$ cat config.mk
export PLATFORM = sky130hd
export DESIGN_NAME = frame_buffer_swap_manager_flat
export DESIGN_NICKNAME = d
export VERILOG_FILES = /design/src/design/fbsm_pkg.sv /design/src/design/fbsm_if.sv /design/src/design/fbsm_ctrl.sv /design/src/design/fbsm_dp.sv /design/src/design/frame_buffer_swap_manager.sv /design/src/flat_wrapper.sv
export SDC_FILE = /design/constraint.sdc
export NUM_CORES = 1
export LEC_CHECK = 0
export ABC_CLOCK_PERIOD_IN_PS = 4650
export BUFFER_PORTS_ARGS = -buffer_cell sky130_fd_sc_hd__buf_2
export CORE_UTILIZATION = 60
export DETAILED_ROUTE_END_ITERATION = 12
export PLACE_DENSITY_LB_ADDON = 0.12
export SYNTH_ARGS = -nofsm -noshare
export SYNTH_HDL_FRONTEND = slang
export SYNTH_HIERARCHICAL = 1
export SYNTH_SLANG_ARGS = --single-unit
$ cat constraint.sdc
create_clock -name clk -period 4.65 [get_ports clk]
set_input_delay 0.93 -clock clk [delete_from_list [all_inputs] [get_ports clk]]
set_output_delay 0.93 -clock clk [all_outputs]
set_load 0.1 [all_outputs]
$ cat src/design/fbsm_pkg.sv
// Package: shared widths, command codes and control structs for the frame buffer swap manager.
package fbsm_pkg;

    localparam int ID_W            = 2;
    localparam int CMD_W           = 3;
    localparam int PEND_DEPTH      = 2;
    localparam int PUSH_SLOTS      = 4;
    localparam int NUM_BUFFERS_DEF = 4;

    typedef enum logic [CMD_W-1:0] {
        CMD_CLAIM   = 3'd0,
        CMD_PRESENT = 3'd1,
        CMD_GET     = 3'd2,
        CMD_BLANK   = 3'd3,
        CMD_VSYNC   = 3'd4,
        CMD_ILACE   = 3'd5
    } cmd_t;

    typedef struct packed {
        logic [CMD_W-1:0] cmd;
        logic [ID_W-1:0]  buffer_id;
        logic             sync;
        logic             release_previous;
        logic             set_black;
        logic             interlace_on;
    } req_word_t;

    typedef struct packed {
        logic [ID_W-1:0] result_id;
        logic            result_valid;
        logic [ID_W-1:0] shown_id;
        logic            shown_valid;
        logic            blanked;
        logic            blank_is_black;
        logic            error;
    } rsp_word_t;

    // Controller to datapath
    typedef struct packed {
        logic load;
        logic exec;
        logic push;
        logic finish;
    } ctl_t;

    // Datapath to controller
    typedef struct packed {
        logic push_busy;
    } sts_t;

endpackage

$ cat src/design/fbsm_if.sv
// Interfaces: command channel and response channel with valid/ready handshake.
interface fbsm_req_if;
    logic                       valid;
    logic                       ready;
    logic [fbsm_pkg::CMD_W-1:0] cmd;
    logic [fbsm_pkg::ID_W-1:0]  buffer_id;
    logic                       sync;
    logic                       release_previous;
    logic                       set_black;
    logic                       interlace_on;

    modport source (output valid, cmd, buffer_id, sync, release_previous, set_black,
                    interlace_on, input ready);
    modport sink (input valid, cmd, buffer_id, sync, release_previous, set_black,
                  interlace_on, output ready);
endinterface

interface fbsm_rsp_if;
    logic                      valid;
    logic                      ready;
    logic [fbsm_pkg::ID_W-1:0] result_id;
    logic                      result_valid;
    logic [fbsm_pkg::ID_W-1:0] shown_id;
    logic                      shown_valid;
    logic                      blanked;
    logic                      blank_is_black;
    logic                      error;

    modport source (output valid, result_id, result_valid, shown_id, shown_valid, blanked,
                    blank_is_black, error, input ready);
    modport sink (input valid, result_id, result_valid, shown_id, shown_valid, blanked,
                  blank_is_black, error, output ready);
endinterface

$ cat src/design/fbsm_ctrl.sv
// Controller: sequences accept, execute, free-list drain and response load.
module fbsm_ctrl (
    input  logic            clk,
    input  logic            rst_n,
    input  logic            in_valid,
    output logic            in_ready,
    output logic            out_valid,
    input  logic            out_ready,
    input  fbsm_pkg::sts_t  sts,
    output fbsm_pkg::ctl_t  ctl
);

    typedef enum logic [1:0] {
        S_IDLE,
        S_EXEC,
        S_DRAIN
    } state_t;

    state_t state_reg, state_next;
    logic   out_valid_reg, out_valid_next;

    always_comb
    begin
        ctl.load   = (state_reg == S_IDLE) && in_valid;
        ctl.exec   = (state_reg == S_EXEC);
        ctl.push   = (state_reg == S_DRAIN) && sts.push_busy;
        ctl.finish = (state_reg == S_DRAIN) && !sts.push_busy
                     && (!out_valid_reg || out_ready);
    end

    always_comb
    begin
        state_next     = state_reg;
        out_valid_next = out_valid_reg && !out_ready;
        case (state_reg)
            S_IDLE:
            begin
                if (in_valid)
                begin
                    state_next = S_EXEC;
                end
            end
            S_EXEC:
            begin
                state_next = S_DRAIN;
            end
            S_DRAIN:
            begin
                if (ctl.finish)
                begin
                    out_valid_next = 1'b1;
                    state_next     = S_IDLE;
                end
            end
            default:
            begin
                state_next = S_IDLE;
            end
        endcase
    end

    always_ff @(posedge clk or negedge rst_n)
    begin
        if (!rst_n)
        begin
            state_reg     <= S_IDLE;
            out_valid_reg <= 1'b0;
        end
        else
        begin
            state_reg     <= state_next;
            out_valid_reg <= out_valid_next;
        end
    end

    assign in_ready  = (state_reg == S_IDLE);
    assign out_valid = out_valid_reg;

endmodule

$ cat src/design/fbsm_dp.sv
// Datapath: free list, pending queue, current/last buffers, flags and push queue.
module fbsm_dp #(
    parameter int NUM_BUFFERS = fbsm_pkg::NUM_BUFFERS_DEF
) (
    input  logic                clk,
    input  logic                rst_n,
    input  fbsm_pkg::req_word_t req_word,
    input  fbsm_pkg::ctl_t      ctl,
    output fbsm_pkg::sts_t      sts,
    output fbsm_pkg::rsp_word_t rsp_word
);

    localparam int ID_W  = fbsm_pkg::ID_W;
    localparam int PQ_N  = fbsm_pkg::PUSH_SLOTS;
    localparam int PD    = fbsm_pkg::PEND_DEPTH;
    localparam int CNT_W = $clog2(NUM_BUFFERS + 1);
    localparam int IDX_W = $clog2(NUM_BUFFERS);

    // control state
    logic [ID_W-1:0]  free_reg [NUM_BUFFERS];
    logic [ID_W-1:0]  free_next [NUM_BUFFERS];
    logic [CNT_W-1:0] fc_reg, fc_next;
    logic [1:0]       pc_reg, pc_next;
    logic [ID_W-1:0]  cur_reg, cur_next;
    logic             cv_reg, cv_next;
    logic [ID_W-1:0]  last_reg, last_next;
    logic             lv_reg, lv_next;
    logic             blank_reg, blank_next;
    logic             black_reg, black_next;
    logic             il_reg, il_next;
    logic             skip_reg, skip_next;
    logic             err_reg, err_next;
    logic [PQ_N-1:0]  pqv_reg, pqv_next;

    // payload
    logic [ID_W-1:0]     pend_reg [PD];
    logic [ID_W-1:0]     pend_next [PD];
    logic [ID_W-1:0]     pq_reg [PQ_N];
    logic [ID_W-1:0]     pq_next [PQ_N];
    logic [ID_W-1:0]     res_id_reg, res_id_next;
    logic                res_v_reg, res_v_next;
    fbsm_pkg::req_word_t req_reg;
    fbsm_pkg::rsp_word_t out_reg, out_next;

    fbsm_pkg::cmd_t  cmd;
    logic [1:0]      sel;
    logic [ID_W-1:0] push_id;

    assign cmd = fbsm_pkg::cmd_t'(req_reg.cmd);

    // lowest pending push slot first
    always_comb
    begin
        sel = 2'd0;
        for (int k = PQ_N - 1; k >= 0; k--)
        begin
            if (pqv_reg[k])
            begin
                sel = 2'(k);
            end
        end
        push_id = pq_reg[sel];
    end

    always_comb
    begin
        free_next  = free_reg;
        fc_next    = fc_reg;
        pc_next    = pc_reg;
        cur_next   = cur_reg;
        cv_next    = cv_reg;
        last_next  = last_reg;
        lv_next    = lv_reg;
        blank_next = blank_reg;
        black_next = black_reg;
        il_next    = il_reg;
        skip_next  = skip_reg;
        err_next   = err_reg;
        pqv_next   = pqv_reg;
        pend_next  = pend_reg;
        pq_next    = pq_reg;
        res_id_next = res_id_reg;
        res_v_next  = res_v_reg;

        if (ctl.exec)
        begin
            err_next    = 1'b0;
            pqv_next    = '0;
            res_id_next = '0;
            res_v_next  = 1'b0;
            case (cmd)
                fbsm_pkg::CMD_CLAIM:
                begin
                    if (fc_reg != '0)
                    begin
                        res_id_next = free_reg[0];
                        res_v_next  = 1'b1;
                        fc_next     = fc_reg - CNT_W'(1);
                        for (int i = 0; i < NUM_BUFFERS - 1; i++)
                        begin
                            free_next[i] = free_reg[i+1];
                        end
                    end
                    else if (lv_reg)
                    begin
                        res_id_next = last_reg;
                        res_v_next  = 1'b1;
                        lv_next     = 1'b0;
                    end
                    else if (cv_reg)
                    begin
                        res_id_next = cur_reg;
                        res_v_next  = 1'b1;
                        if (pc_reg != 2'd0)
                        begin
                            cur_next     = pend_reg[0];
                            pend_next[0] = pend_reg[1];
                            pc_next      = pc_reg - 2'd1;
                        end
                        else
                        begin
                            cv_next = 1'b0;
                        end
                    end
                    else
                    begin
                        err_next = 1'b1;
                    end
                end
                fbsm_pkg::CMD_PRESENT:
                begin
                    if (CNT_W'(req_reg.buffer_id) >= CNT_W'(NUM_BUFFERS))
                    begin
                        err_next = 1'b1;
                    end
                    else if (req_reg.sync && !blank_reg)
                    begin
                        if (pc_reg < 2'(PD))
                        begin
                            pend_next[pc_reg[0]] = req_reg.buffer_id;
                            pc_next              = pc_reg + 2'd1;
                        end
                        else if (il_reg)
                        begin
                            pq_next[0]   = pend_reg[0];
                            pq_next[1]   = pend_reg[1];
                            pqv_next     = 4'b0011;
                            pend_next[0] = req_reg.buffer_id;
                            pc_next      = 2'd1;
                        end
                        else
                        begin
                            pq_next[0]   = pend_reg[0];
                            pqv_next     = 4'b0001;
                            pend_next[0] = pend_reg[1];
                            pend_next[1] = req_reg.buffer_id;
                        end
                    end
                    else
                    begin
                        pq_next[0]  = pend_reg[0];
                        pq_next[1]  = pend_reg[1];
                        pq_next[2]  = last_reg;
                        pq_next[3]  = cur_reg;
                        pqv_next    = {cv_reg && req_reg.release_previous, lv_reg,
                                       pc_reg == 2'd2, pc_reg != 2'd0};
                        lv_next     = 1'b0;
                        cur_next    = req_reg.buffer_id;
                        cv_next     = 1'b1;
                        pc_next     = 2'd0;
                        blank_next  = 1'b0;
                    end
                end
                fbsm_pkg::CMD_GET:
                begin
                    if (pc_reg != 2'd0)
                    begin
                        pq_next[0]  = cur_reg;
                        pq_next[1]  = pend_reg[0];
                        pqv_next    = {2'b00, pc_reg == 2'd2, cv_reg};
                        cur_next    = (pc_reg == 2'd2) ? pend_reg[1] : pend_reg[0];
                        cv_next     = 1'b1;
                        pc_next     = 2'd0;
                        res_id_next = (pc_reg == 2'd2) ? pend_reg[1] : pend_reg[0];
                        res_v_next  = 1'b1;
                    end
                    else
                    begin
                        res_id_next = cv_reg ? cur_reg : '0;
                        res_v_next  = cv_reg;
                    end
                end
                fbsm_pkg::CMD_BLANK:
                begin
                    blank_next = 1'b1;
                    black_next = req_reg.set_black;
                    pq_next[0] = pend_reg[0];
                    pq_next[1] = pend_reg[1];
                    pq_next[2] = last_reg;
                    pq_next[3] = cur_reg;
                    pqv_next   = {cv_reg, lv_reg, pc_reg == 2'd2, pc_reg != 2'd0};
                    lv_next    = 1'b0;
                    cv_next    = 1'b0;
                    pc_next    = 2'd0;
                end
                fbsm_pkg::CMD_VSYNC:
                begin
                    if (!blank_reg)
                    begin
                        if (pc_reg != 2'd0)
                        begin
                            if (!il_reg || skip_reg)
                            begin
                                if (!il_reg)
                                begin
                                    pq_next[0] = cur_reg;
                                    pqv_next   = {3'b000, cv_reg};
                                end
                                else
                                begin
                                    // skip phase: old last goes back, current may become last
                                    pq_next[2] = last_reg;
                                    pq_next[3] = cur_reg;
                                    pqv_next   = {(pc_reg == 2'd2) && cv_reg, lv_reg, 2'b00};
                                    if (pc_reg == 2'd2)
                                    begin
                                        lv_next = 1'b0;
                                    end
                                    else
                                    begin
                                        last_next = cur_reg;
                                        lv_next   = cv_reg;
                                    end
                                end
                                cur_next     = pend_reg[0];
                                cv_next      = 1'b1;
                                pend_next[0] = pend_reg[1];
                                pc_next      = pc_reg - 2'd1;
                            end
                            else
                            begin
                                if (pc_reg == 2'd2)
                                begin
                                    pq_next[2] = last_reg;
                                    pq_next[3] = cur_reg;
                                    pqv_next   = {cv_reg, lv_reg, 2'b00};
                                    cur_next   = pend_reg[1];
                                    cv_next    = 1'b1;
                                    last_next  = pend_reg[0];
                                    lv_next    = 1'b1;
                                    pc_next    = 2'd0;
                                end
                                else if (lv_reg)
                                begin
                                    cur_next  = last_reg;
                                    cv_next   = lv_reg;
                                    last_next = cur_reg;
                                    lv_next   = cv_reg;
                                end
                                skip_next = !skip_reg;
                            end
                        end
                        else if (il_reg)
                        begin
                            if (lv_reg)
                            begin
                                cur_next  = last_reg;
                                cv_next   = lv_reg;
                                last_next = cur_reg;
                                lv_next   = cv_reg;
                            end
                            skip_next = !skip_reg;
                        end
                    end
                end
                fbsm_pkg::CMD_ILACE:
                begin
                    il_next = req_reg.interlace_on;
                    if (!req_reg.interlace_on)
                    begin
                        pq_next[2] = last_reg;
                        pqv_next   = {1'b0, lv_reg, 2'b00};
                        lv_next    = 1'b0;
                    end
                end
                default:
                begin
                end
            endcase
        end
        else if (ctl.push)
        begin
            // one return to the free list per cycle; a full list drops it
            pqv_next[sel] = 1'b0;
            if (fc_reg < CNT_W'(NUM_BUFFERS))
            begin
                free_next[fc_reg[IDX_W-1:0]] = push_id;
                fc_next = fc_reg + CNT_W'(1);
            end
            else
            begin
                err_next = 1'b1;
            end
        end
    end

    always_comb
    begin
        out_next.result_id      = res_id_reg;
        out_next.result_valid   = res_v_reg;
        out_next.shown_id       = cv_reg ? cur_reg : '0;
        out_next.shown_valid    = cv_reg;
        out_next.blanked        = blank_reg;
        out_next.blank_is_black = black_reg;
        out_next.error          = err_reg;
    end

    always_ff @(posedge clk or negedge rst_n)
    begin
        if (!rst_n)
        begin
            for (int i = 0; i < NUM_BUFFERS; i++)
            begin
                free_reg[i] <= ID_W'(i);
            end
            fc_reg    <= CNT_W'(NUM_BUFFERS);
            pc_reg    <= 2'd0;
            cur_reg   <= '0;
            cv_reg    <= 1'b0;
            last_reg  <= '0;
            lv_reg    <= 1'b0;
            blank_reg <= 1'b1;
            black_reg <= 1'b1;
            il_reg    <= 1'b0;
            skip_reg  <= 1'b0;
            err_reg   <= 1'b0;
            pqv_reg   <= '0;
        end
        else
        begin
            free_reg  <= free_next;
            fc_reg    <= fc_next;
            pc_reg    <= pc_next;
            cur_reg   <= cur_next;
            cv_reg    <= cv_next;
            last_reg  <= last_next;
            lv_reg    <= lv_next;
            blank_reg <= blank_next;
            black_reg <= black_next;
            il_reg    <= il_next;
            skip_reg  <= skip_next;
            err_reg   <= err_next;
            pqv_reg   <= pqv_next;
        end
    end

    always_ff @(posedge clk)
    begin
        pend_reg   <= pend_next;
        pq_reg     <= pq_next;
        res_id_reg <= res_id_next;
        res_v_reg  <= res_v_next;
        if (ctl.load)
        begin
            req_reg <= req_word;
        end
        if (ctl.finish)
        begin
            out_reg <= out_next;
        end
    end

    assign sts.push_busy = (pqv_reg != '0);
    assign rsp_word      = out_reg;

    a_push_has_work: assert property (@(posedge clk) disable iff (!rst_n)
        ctl.push |-> (pqv_reg != '0))
        else $error("push issued with empty push queue");

    a_free_count_range: assert property (@(posedge clk) disable iff (!rst_n)
        fc_reg <= CNT_W'(NUM_BUFFERS))
        else $error("free count above pool size");

    a_pend_count_range: assert property (@(posedge clk) disable iff (!rst_n)
        pc_reg <= 2'(PD))
        else $error("pending count above queue depth");

    a_blank_clears: assert property (@(posedge clk) disable iff (!rst_n)
        (ctl.exec && (cmd == fbsm_pkg::CMD_BLANK))
        |=> (pc_reg == 2'd0) && !cv_reg && !lv_reg && blank_reg)
        else $error("blank left a buffer in use");

endmodule

$ cat src/design/frame_buffer_swap_manager.sv
// Top level: frame buffer swap manager, controller plus datapath behind two handshake channels.
// Each command word on req yields exactly one response word on rsp. A word is accepted,
// executed, then hands back to the free list each buffer the command returns (zero to four),
// and last its response is loaded. The free list takes one returned id per cycle through its
// single write port. A new response is loaded only once the previous one has been taken, so
// a response left waiting on rsp.ready stalls the next word. Blank and an immediate present
// return the most buffers. The block works on one command at a time; req.ready is high
// whenever no command is in progress, even while the previous response still waits in the
// output register for rsp.ready.
// Responses report the id handed out by claim or get-current, the buffer now selected for
// scanout, the blank state and colour, and an error bit for that command alone (empty
// claim, id outside the pool, or a release into a full free list, which drops the id).
module frame_buffer_swap_manager #(
    parameter int NUM_BUFFERS = fbsm_pkg::NUM_BUFFERS_DEF
) (
    input  logic       clk,
    input  logic       rst_n,
    fbsm_req_if.sink   req,
    fbsm_rsp_if.source rsp
);

    fbsm_pkg::ctl_t      ctl;
    fbsm_pkg::sts_t      sts;
    fbsm_pkg::req_word_t req_word;
    fbsm_pkg::rsp_word_t rsp_word;

    // pack the incoming command word
    assign req_word = '{
        cmd:              req.cmd,
        buffer_id:        req.buffer_id,
        sync:             req.sync,
        release_previous: req.release_previous,
        set_black:        req.set_black,
        interlace_on:     req.interlace_on
    };

    // sequencing: accept, execute, drain returns, load response
    fbsm_ctrl u_ctrl (
        .clk       (clk),
        .rst_n     (rst_n),
        .in_valid  (req.valid),
        .in_ready  (req.ready),
        .out_valid (rsp.valid),
        .out_ready (rsp.ready),
        .sts       (sts),
        .ctl       (ctl)
    );

    // buffer bookkeeping and the response register
    fbsm_dp #(
        .NUM_BUFFERS (NUM_BUFFERS)
    ) u_dp (
        .clk      (clk),
        .rst_n    (rst_n),
        .req_word (req_word),
        .ctl      (ctl),
        .sts      (sts),
        .rsp_word (rsp_word)
    );

    // unpack the response word
    assign rsp.result_id      = rsp_word.result_id;
    assign rsp.result_valid   = rsp_word.result_valid;
    assign rsp.shown_id       = rsp_word.shown_id;
    assign rsp.shown_valid    = rsp_word.shown_valid;
    assign rsp.blanked        = rsp_word.blanked;
    assign rsp.blank_is_black = rsp_word.blank_is_black;
    assign rsp.error          = rsp_word.error;

endmodule

$ cat src/flat_wrapper.sv
// flat-port wrapper written by rule: the top's interface ports become plain ports
module frame_buffer_swap_manager_flat 
#(
    parameter int NUM_BUFFERS = fbsm_pkg::NUM_BUFFERS_DEF
)
  (clk, rst_n, req_valid, req_cmd, req_buffer_id, req_sync, req_release_previous, req_set_black, req_interlace_on, req_ready, rsp_valid, rsp_result_id, rsp_result_valid, rsp_shown_id, rsp_shown_valid, rsp_blanked, rsp_blank_is_black, rsp_error, rsp_ready);
  fbsm_req_if req_i ();
  fbsm_rsp_if rsp_i ();
  input  logic clk;
  input  logic rst_n;
  input wire logic [$bits(req_i.valid)-1:0] req_valid;
  input wire logic [$bits(req_i.cmd)-1:0] req_cmd;
  input wire logic [$bits(req_i.buffer_id)-1:0] req_buffer_id;
  input wire logic [$bits(req_i.sync)-1:0] req_sync;
  input wire logic [$bits(req_i.release_previous)-1:0] req_release_previous;
  input wire logic [$bits(req_i.set_black)-1:0] req_set_black;
  input wire logic [$bits(req_i.interlace_on)-1:0] req_interlace_on;
  output wire logic [$bits(req_i.ready)-1:0] req_ready;
  output wire logic [$bits(rsp_i.valid)-1:0] rsp_valid;
  output wire logic [$bits(rsp_i.result_id)-1:0] rsp_result_id;
  output wire logic [$bits(rsp_i.result_valid)-1:0] rsp_result_valid;
  output wire logic [$bits(rsp_i.shown_id)-1:0] rsp_shown_id;
  output wire logic [$bits(rsp_i.shown_valid)-1:0] rsp_shown_valid;
  output wire logic [$bits(rsp_i.blanked)-1:0] rsp_blanked;
  output wire logic [$bits(rsp_i.blank_is_black)-1:0] rsp_blank_is_black;
  output wire logic [$bits(rsp_i.error)-1:0] rsp_error;
  input wire logic [$bits(rsp_i.ready)-1:0] rsp_ready;
  assign req_i.valid = req_valid;
  assign req_i.cmd = req_cmd;
  assign req_i.buffer_id = req_buffer_id;
  assign req_i.sync = req_sync;
  assign req_i.release_previous = req_release_previous;
  assign req_i.set_black = req_set_black;
  assign req_i.interlace_on = req_interlace_on;
  assign req_ready = req_i.ready;
  assign rsp_valid = rsp_i.valid;
  assign rsp_result_id = rsp_i.result_id;
  assign rsp_result_valid = rsp_i.result_valid;
  assign rsp_shown_id = rsp_i.shown_id;
  assign rsp_shown_valid = rsp_i.shown_valid;
  assign rsp_blanked = rsp_i.blanked;
  assign rsp_blank_is_black = rsp_i.blank_is_black;
  assign rsp_error = rsp_i.error;
  assign rsp_i.ready = rsp_ready;
  frame_buffer_swap_manager #(.NUM_BUFFERS(NUM_BUFFERS)) u_core (.clk(clk), .rst_n(rst_n), .req(req_i), .rsp(rsp_i));
endmodule
==> results of run 1 <==
## layer usage
metal / wire (µm) / up-vias / track usage
li1: - / 1418 / -
met5: 0 / - / 0
met4: 350 / 0 / 0.182
met2: 4290 / 146 / 0.483
met3: 544 / 32 / 0.0625
met1: 3630 / 1428 / 0.377
## logic make-up (layout without fill, tap and decap cells)
group                      count (synthesis)  in the layout  synth area share
AOI/OAI and AO/OA                        104            104             0.188
muxes                                     17             17            0.0525
adders and majority gates                  7              7            0.0257
buffers and inverters                     39             55            0.0427
xor gates and xnor gates                   3              3           0.00711
DFF                                       64             64             0.480
and+or+nand+nor                          148            148             0.204
## placed cells by master, fill, tap and decap left out, drive strengths merged, types with 7 or more instances in the layout
cell    netlist  final
a31oi         8      8
nand2        38     38
nor3         10     10
mux2         13     13
and2          8      8
dfstp         7      7
nor2         37     37
inv          16     16
edfxtp       33     33
buf           9     23
nand2b       13     13
clkbuf       14     13
dfrtp        24     24
nand3         8      8
nor2b        11     11
a21oi        27     27
o21ai        28     28
## power groups by stage
stage | combinational, W | sequential (W) | clock, W
after detailed placement | 0.00100 | 0.00101 | 0
after floorplan | 0.000736 | 0.00103 | 0
after global routing | 0.00111 | 0.00103 | 0.000519
final | 0.00102 | 0.00100 | 0.000483
after CTS | 0.00101 | 0.000999 | 0.000491
after global placement | 0.000982 | 0.00100 | 0
## critical path, stage by stage (launching register included)
cell and delay, ns:
edfxtp_1 0.88, nand2b_1 0.33, nor2_1 0.16, o21ai_0 0.14, nand2_1 0.14, a2111oi_0 0.81
## through the flow
stage,std cells,hold slack [ns],worst slack (ns)
global placement,457,0.406,2.03
floorplan,382,0.400,2.00
detailed placement,457,0.418,1.96
finish,473,0.429,1.82
CTS,473,0.434,1.95
global route,473,0.454,1.60
## final cells by class
cell class,instances,area (µm²),area share
clock buffers,13,160,0.0399
repair buffers,23,115,0.0287
well taps,75,93.8,0.0234
clock inverters,3,38.8,0.00967
multi-input cells,279,1770,0.441
inverters,16,60.1,0.0150
flip-flops and latches,64,1780,0.443
## worst max path at each step
stage,endpoint
global placement,u_core/u_dp/pend_reg[2]$_DFFE_PP_
floorplan,req_ready
CTS,u_core/u_dp/pend_reg[3]$_DFFE_PP_
detailed placement,u_core/u_dp/pend_reg[3]$_DFFE_PP_
finish,u_core/u_dp/pend_reg[3]$_DFFE_PP_
global route,u_core/u_dp/pend_reg[2]$_DFFE_PP_
==> flow_metrics.py, run 1 <==
metrics = {
    "finish": {
        "diodes": 0,
        "synthToLayoutAreaGrowth_pct": 8.53,
        "drive_gt1_frac": 0.166,
        "largest_reg_flops": 9,
        "fin_nets": 413,
        "nFillCells": 485,
        "final_util": 0.678,
        "final_cell_area_um2": 4010,
    },
    "clocking": {
        "cts_hold_buf": 0,
        "postCtsSetupRepairBufs": 0,
        "cts.sinks": 64,
        "numCtsBuffers": 9,
        "htree_levels": 3,
        "clock-root-buffer": "clkbuf_8",
        "cts_tree": "yes",
        "insertion_delay_ns": 0.34,
        "cts_buffer_depth": 2,
        "cts_resized": 0,
        "path_clk_slew_ns": 0.07,
    },
    "sta": {
        "min_period_ns": 2.83,
        "setup_viol": 0,
        "period_share": 0.608,
        "rsz0062_at_grt": "false",
        "clock-skew-final_ns": 0.00803,
        "slew_violations": 0,
        "tightest_slew_ns": 0.911,
        "relSlewSlack": 0.377,
        "setup_tns_ns": 0,
        "hold_violations": 0,
        "fmax_mhz": 353,
    },
    "pwr": {
        "comb_power_share": 0.407,
        "pwr-share-clk": 0.192,
        "intPower_w": 0.00142,
        "finalPower_w": 0.00251,
        "power_switching_w": 0.00108,
        "irDropWorstVdd_uv": 428,
        "static-leakage-power_nw": 1.55,
        "p_per_area_nw_per_um2": 625,
        "p_sw_frac": 0.432,
        "power_frac_seq": 0.401,
    },
    "global_route": {
        "grt-ovfl-total": 0,
        "grt_pass1_wl_um": 14300,
        "grt_pass1_vias": 2904,
        "antenna_found_initial": 0,
        "track_usage": 0.303,
        "grt_max_degree": 32,
    },
    "route": {
        "vias_per_cell": 6.39,
        "vias": 3024,
        "drc": 0,
        "ant_nets": 0,
        "drtPass1Iterations": 5,
        "drt_iter0_drc": 300,
        "routedWlPerCell_um": 18.6,
        "wirelength_um": 8820,
    },
    "hold_path": {
        "min_to": "u_core/u_dp/rsp_word[7]$_DFFE_PP_",
        "min_path_type": "flip-flop to flip-flop",
        "min-delay-start": "u_core/u_dp/res_id_reg[0]$_SDFFCE_PP0P_",
        "hold_path_depth": 0,
    },
    "yosys": {
        "yosys-top-cells-area": "edfxtp_1, dfrtp_1, dfstp_2, nand2_1, nor2_1",
        "netlist_top_cells_count": "nand2_1, nor2_1, edfxtp_1, a21oi_1, o21ai_0",
        "synth.distinct_cells": 61,
        "syn_nets": 402,
        "async_reset_ff_frac": 0.484,
        "yosys.area.top_type": "edfxtp_1",
        "yosys_warnings": 6,
        "netlist.area_leader.share": 0.268,
        "postSynthCellCount": 382,
        "ys_seq_area_frac": 0.480,
        "synth.cell_area_um2": 3700,
        "synth-edff-count": 33,
        "yosysMostFrequentCell": "nand2_1",
        "synth_ff_type": "edfxtp_1",
        "synth.ff_latch_count": 64,
        "avgSynthCellArea_um2": 9.68,
    },
    "floorplan": {
        "fp.dieW_um": 80.5,
        "num_rows": 28,
        "io_pins": 24,
        "coreArea_um2": 5920,
        "die_area_um2": 6480,
        "start_util": 0.624,
        "fp.dieH_um": 80.5,
    },
    "placed_design": {
        "hpwl_um": 6290,
        "place_area_um2": 3810,
        "gp_congestion": 1.05,
        "port_buffers": 23,
    },
    "critical_path": {
        "start_kind": "flip-flop",
        "ff2ff_setup_slack_ns": 1.82,
        "endpoint_kind": "flip-flop",
        "crit_start": "u_core/u_dp/cmd[1]$_DFFE_PP_",
        "rr_endpoint": "u_core/u_dp/pend_reg[3]$_DFFE_PP_",
        "reg2reg_depth": 5,
        "arrival_ns": 2.79,
        "reg2reg_from": "u_core/u_dp/cmd[1]$_DFFE_PP_",
        "path_max_fanout": 27,
        "critPathRequiredTime_ns": 4.61,
        "critPathKind": "flip-flop to flip-flop",
    },
    "status": {
        "status": "complete, no violations",
    },
    "flow_run": {
        "maxCapViolCount": 0,
    },
}
(Power assumes the default switching activity.)
==> run 2: changes to the inputs <==
--- a/config.mk
+++ b/config.mk
@@ -5,9 +5,9 @@
 export SDC_FILE = /design/constraint.sdc
 export NUM_CORES = 1
 export LEC_CHECK = 0
-export ABC_CLOCK_PERIOD_IN_PS = 4650
+export ABC_CLOCK_PERIOD_IN_PS = 2400
 export BUFFER_PORTS_ARGS = -buffer_cell sky130_fd_sc_hd__buf_2
-export CORE_UTILIZATION = 60
+export CORE_UTILIZATION = 55
 export DETAILED_ROUTE_END_ITERATION = 12
 export PLACE_DENSITY_LB_ADDON = 0.12
 export SYNTH_ARGS = -nofsm -noshare
==> constraint.sdc (replaced) <==
create_clock -name clk -period 2.4 [get_ports clk]
set_input_delay 0.48 -clock clk [delete_from_list [all_inputs] [get_ports clk]]
set_output_delay 0.48 -clock clk [all_outputs]
set_load 0.1 [all_outputs]
==> flow_metrics.py, run 2 (synthesis gave the netlist of run 1 again) <==
metrics = {
    "clocking": {
        "cts.sinks": 64,
        "cts_tree": "yes",
        "htree_levels": 3,
        "insertion_delay_ns": 0.34,
        "cts_buffer_depth": 2,
        "path_clk_slew_ns": 0.07,
        "numCtsBuffers": 9,
        "clock-root-buffer": "clkbuf_8",
    },
    "hold_path": {
        "min_path_type": "primary input to asynchronous set/reset pin",
    },
    "critical_path": {
        "start_kind": "flip-flop",
        "path_cells": "inv_1, ha_1, inv_1, o21ai_1, a221oi_4, o2111ai_2, mux2_4",
        "cp_top_family": "compound AO/OA/AOI/OAI gates",
        "reg2reg_depth": 7,
        "path_depth": 7,
        "rr_endpoint": "u_core/u_dp/cur_reg[1]$_DFFE_PN0P_",
        "critPathKind": "flip-flop to flip-flop",
        "critPathSlowestCell": "dfrtp_1",
        "path_buf_inv": 2,
        "crit_top_cell": "inv_1",
        "crit_path_max_incr_delay_ns": 0.46,
        "ff2ff_setup_slack_ns": 0.20,
        "endpoint_kind": "flip-flop",
        "arrival_ns": 2.43,
        "path_max_fanout": 6,
        "critPathRequiredTime_ns": 2.63,
        "reg2reg_from": "u_core/u_dp/pc_reg[1]$_DFFE_PN0P_",
    },
    "placed_design": {
        "port_buffers": 23,
        "hpwl_um": 7160,
        "pre_cts_slack_ns": 0.0556,
        "gp_congestion": 0.940,
    },
    "global_route": {
        "grt_pass1_vias": 3035,
        "grt_util_met2": 0.513,
        "use_met3": 0.0564,
        "antenna_found_initial": 0,
        "grt-ovfl-total": 0,
        "grt_max_degree": 32,
        "grt_use_met1": 0.391,
        "grt_pass1_wl_um": 16000,
        "track_usage": 0.299,
        "grt-busiest-layer": "met2",
    },
    "flow_run": {
        "maxCapViolCount": 0,
    },
    "finish": {
        "final_common_cell": "nand2_1",
        "final_cell_mix": "nand2_1, nor2_1, edfxtp_1",
        "fin_nets": 445,
        "diodes": 0,
        "largest_reg_flops": 9,
        "final_util": 0.667,
        "drive_gt1_frac": 0.235,
        "nFillCells": 503,
        "synthToLayoutAreaGrowth_pct": 15.9,
    },
    "sta": {
        "min_period_ns": 2.20,
        "hold_slack_ns": 0.214,
        "relSlewSlack": 0.481,
        "period_share": 0.917,
        "slew_violations": 0,
        "clock-skew-final_ns": 0.00564,
        "hold_violations": 0,
        "setup_viol": 0,
        "fmax_mhz": 454,
        "setup_tns_ns": 0,
        "tightest_slew_ns": 0.778,
        "rsz0062_at_grt": "false",
        "fin_ws_ns": 0.199,
    },
    "pwr": {
        "static-leakage-power_nw": 1.72,
        "p_per_area_nw_per_um2": 1210,
        "irDropWorstVdd_uv": 637,
    },
    "floorplan": {
        "coreArea_um2": 6420,
        "start_util": 0.575,
        "die_area_um2": 7050,
        "fp.dieW_um": 84.0,
        "io_pins": 24,
        "num_rows": 29,
        "fp.dieH_um": 84.0,
    },
    "route": {
        "drt_iter0_drc": 289,
        "drtPass1Iterations": 11,
        "ant_nets": 0,
        "wirelength_um": 9750,
        "routedWlPerCell_um": 19.2,
        "drc": 2,
        "vias": 3131,
        "vias_per_cell": 6.18,
    },
    "status": {
        "violations": "design-rule violations",
        "status": "complete, but fails checks",
    },
}
==> run 2: per-stage QoR <==
step | instances | area, µm² | total power [W]
2_1_floorplan | 382 | 3700 | 0.00342
3_3_place_gp | 491 | 4050 | 0.00407
3_5_place_dp | 491 | 4050 | 0.00410
4_1_cts | 507 | 4280 | 0.00516
5_1_grt | 507 | 4280 | 0.00547
6_report | 507 | 4280 | 0.00518
==> run 2: worst max path at each step <==
stage,start,end,slack (ns)
after floorplan,u_core/u_dp/pc_reg[1]$_DFFE_PN0P_,u_core/u_dp/pend_reg[2]$_DFFE_PP_,0.27
after global placement,u_core/u_dp/pc_reg[0]$_DFFE_PN0P_,u_core/u_dp/pend_reg[3]$_DFFE_PP_,0.17
after detailed placement,u_core/u_dp/pc_reg[1]$_DFFE_PN0P_,u_core/u_dp/pend_reg[2]$_DFFE_PP_,0.06
after CTS,u_core/u_dp/pc_reg[1]$_DFFE_PN0P_,u_core/u_dp/pend_reg[3]$_DFFE_PP_,0.04
after global routing,u_core/u_dp/pc_reg[0]$_DFFE_PN0P_,u_core/u_dp/pq_reg[7]$_DFFE_PP_,0.06
final,u_core/u_dp/pc_reg[1]$_DFFE_PN0P_,u_core/u_dp/cur_reg[1]$_DFFE_PN0P_,0.20
==> run 2: area by class of cell <==
class                      count  area [µm²]  share of cell area
sequential                    64        1780               0.415
multi-input combinational    279        1770               0.414
timing repair buffer          55         355              0.0830
clock buffer                  13         159              0.0371
tap                           77        96.3              0.0225
clock inverter                 3        65.1              0.0152
inverter                      16        60.1              0.0140
==> run 2: timing repair <==
item,in CTS,in global routing
resized for setup,0,2
setup buffers,0,0
setup endpoints to repair,0,2
hold buffers,0,0
==> run 2: worst reg2reg max path, stage by stage (launching register included) <==
cell and delay [ns]:
dfrtp_1 0.46, inv_1 0.14, ha_1 0.29, inv_1 0.15, o21ai_1 0.12, a221oi_4 0.36, o2111ai_2 0.23, mux2_4 0.34
==> run 2: where the power goes <==
| part | internal (W) | total, W | switching [W] |
|---|---|---|---|
| Sequential | 0.00154 | 0.00184 | 0.000299 |
| Clock | 0.000641 | 0.00105 | 0.000407 |
| Combinational | 0.000828 | 0.00229 | 0.00146 |
| Total | 0.00301 | 0.00518 | 0.00217 |
==> run 2: routing by layer <==
metal,part of all wire,wire length [µm]
met1,0.42,4140
met2,0.50,4910
met3,0.053,517
met4,0.019,184
met5,0,0
==> run 3: changes to the inputs <==
--- a/config.mk
+++ b/config.mk
@@ -7,7 +7,9 @@
 export LEC_CHECK = 0
 export ABC_CLOCK_PERIOD_IN_PS = 2400
 export BUFFER_PORTS_ARGS = -buffer_cell sky130_fd_sc_hd__buf_2
+export CORE_ASPECT_RATIO = 0.75
 export CORE_UTILIZATION = 55
+export CTS_CLUSTER_DIAMETER = 60
 export DETAILED_ROUTE_END_ITERATION = 12
 export PLACE_DENSITY_LB_ADDON = 0.12
 export SYNTH_ARGS = -nofsm -noshare
==> flow_metrics.py, run 3 (synthesis gave the netlist of run 1 again) <==
metrics = {
    "status": {
        "status": "complete, no violations",
    },
    "clocking": {
        "cts_tree": "yes",
        "insertion_delay_ns": 0.34,
        "numCtsBuffers": 9,
        "clock-root-buffer": "clkbuf_8",
        "cts.sinks": 64,
        "path_clk_slew_ns": 0.06,
        "cts_buffer_depth": 2,
        "htree_levels": 3,
    },
    "route": {
        "ant_nets": 0,
        "vias_per_cell": 6.19,
        "wirelength_um": 9540,
        "drtPass1Iterations": 5,
        "routedWlPerCell_um": 18.7,
        "vias": 3161,
        "drc": 0,
        "drt_iter0_drc": 371,
    },
    "floorplan": {
        "coreArea_um2": 6380,
        "die_area_um2": 7060,
        "start_util": 0.579,
        "fp.dieH_um": 73.0,
        "num_rows": 25,
        "io_pins": 24,
        "fp.dieW_um": 96.7,
    },
    "critical_path": {
        "arrival_ns": 2.48,
        "start_kind": "flip-flop",
        "critPathKind": "flip-flop to flip-flop",
        "critPathRequiredTime_ns": 2.62,
        "reg2reg_depth": 6,
        "rr_endpoint": "u_core/u_dp/pc_reg[0]$_DFFE_PN0P_",
        "path_max_fanout": 10,
        "ff2ff_setup_slack_ns": 0.14,
        "endpoint_kind": "flip-flop",
        "reg2reg_from": "u_core/u_dp/cmd[0]$_DFFE_PP_",
    },
    "hold_path": {
        "min_path_type": "primary input to asynchronous set/reset pin",
    },
    "placed_design": {
        "dp.cells": 491,
        "port_buffers": 23,
        "hpwl_um": 7100,
        "gp_congestion": 0.989,
        "place_area_um2": 4030,
    },
    "global_route": {
        "grt-busiest-layer": "met1",
        "grt_pass1_vias": 2927,
        "grt_util_met2": 0.424,
        "grt-ovfl-total": 0,
        "track_usage": 0.292,
        "grt_pass1_wl_um": 15500,
        "use_met3": 0.0690,
        "grt_max_degree": 32,
        "grt_use_met1": 0.431,
        "antenna_found_initial": 0,
    },
    "pwr": {
        "pwr-share-clk": 0.159,
        "static-leakage-power_nw": 1.69,
        "intPower_w": 0.00276,
        "p_per_area_nw_per_um2": 1170,
        "p_sw_frac": 0.441,
        "comb_power_share": 0.466,
        "power_frac_seq": 0.375,
        "irDropWorstVdd_uv": 554,
        "power_switching_w": 0.00218,
    },
    "finish": {
        "drive_gt1_frac": 0.237,
        "fin_cells": 511,
        "final_cell_area_um2": 4240,
        "nFillCells": 514,
        "final_common_cell": "nand2_1",
        "largest_reg_flops": 9,
        "final_util": 0.664,
        "fin_nets": 445,
        "synthToLayoutAreaGrowth_pct": 14.6,
        "final_cell_mix": "nand2_1, nor2_1, edfxtp_1",
        "diodes": 0,
    },
    "sta": {
        "setup_tns_ns": 0,
        "fmax_mhz": 442,
        "clock-skew-final_ns": 0.00446,
        "setup_viol": 0,
        "slew_violations": 0,
        "tightest_slew_ns": 0.757,
        "relSlewSlack": 0.495,
        "rsz0062_at_grt": "false",
        "hold_violations": 0,
        "min_period_ns": 2.26,
        "period_share": 0.942,
    },
    "flow_run": {
        "maxCapViolCount": 0,
    },
}
## run 3: cell types whose count changed in the layout (fill, tap and decap cells not counted), sizes merged
cell and change:
clkinv +2, clkinvlp +1, clkbuf -1, bufinv -2
## run 3: stage by stage
stage	total power, W	setup WS, ns	hold slack, ns
after floorplan	0.00342	0.268	0.184
after global placement	0.00402	-0.0755	0.400
after detailed placement	0.00406	0.0278	0.409
after CTS	0.00487	0.0331	0.225
after global routing	0.00525	0.0126	0.238
final	0.00495	0.139	0.205
## run 3: worst max-delay path by stage
| stage | from | to | slack, ns | cells after the start |
|---|---|---|---|---|
| after floorplan | u_core/u_dp/pc_reg[1]$_DFFE_PN0P_ | u_core/u_dp/pend_reg[2]$_DFFE_PP_ | 0.27 | 8 |
| after global placement | u_core/u_dp/cmd[2]$_DFFE_PP_ | u_core/u_dp/pq_reg[0]$_DFFE_PP_ | -0.08 | 6 |
| after detailed placement | u_core/u_dp/cmd[2]$_DFFE_PP_ | u_core/u_dp/pq_reg[1]$_DFFE_PP_ | 0.03 | 6 |
| after CTS | u_core/u_dp/pc_reg[1]$_DFFE_PN0P_ | u_core/u_dp/cur_reg[1]$_DFFE_PN0P_ | 0.03 | 7 |
| after global routing | u_core/u_dp/pc_reg[1]$_DFFE_PN0P_ | u_core/u_dp/pend_reg[3]$_DFFE_PP_ | 0.01 | 8 |
| final | u_core/u_dp/cmd[0]$_DFFE_PP_ | u_core/u_dp/pc_reg[0]$_DFFE_PN0P_ | 0.14 | 6 |
## run 3: what timing repair did
item                                    CTS  global route
setup buffers                             0             4
endpoints found under the setup margin    2             6
hold buffers                              0             0
resized for setup                         1             3
pin swaps                                 0             0
## run 3: power groups by stage
| stage | Sequential (W) | Combinational, W | Clock, W |
|---|---|---|---|
| after CTS | 0.00184 | 0.00222 | 0.000810 |
| after global routing | 0.00189 | 0.00250 | 0.000859 |
| final | 0.00185 | 0.00231 | 0.000787 |
| after floorplan | 0.00199 | 0.00143 | 0 |
| after detailed placement | 0.00186 | 0.00220 | 0 |
| after global placement | 0.00184 | 0.00218 | 0 |
## run 3: layout make-up
type,count,area [µm²],share of cell area
Sequential cell,64,1780,0.419
Tap cell,81,101,0.0239
Clock inverter,4,21.3,0.00502
Multi-Input combinational cell,279,1780,0.420
Clock buffer,12,145,0.0343
Inverter,16,60.1,0.0142
Timing Repair Buffer,55,355,0.0839
## run 3: critical path: stages, from the launching register on
cell	delay (ns)
edfxtp_1	0.52
buf_4	0.23
nand4bb_1	0.35
nor3_1	0.47
a21oi_1	0.11
o2111ai_2	0.14
mux2_4	0.33
## run 3: metal layers
| metal | up-vias | wire length [µm] |
|---|---|---|
| met3 | 33 | 831 |
| met1 | 1464 | 4500 |
| met4 | 0 | 225 |
| li1 | 1483 | - |
| met5 | - | 0 |
| met2 | 181 | 3990 |
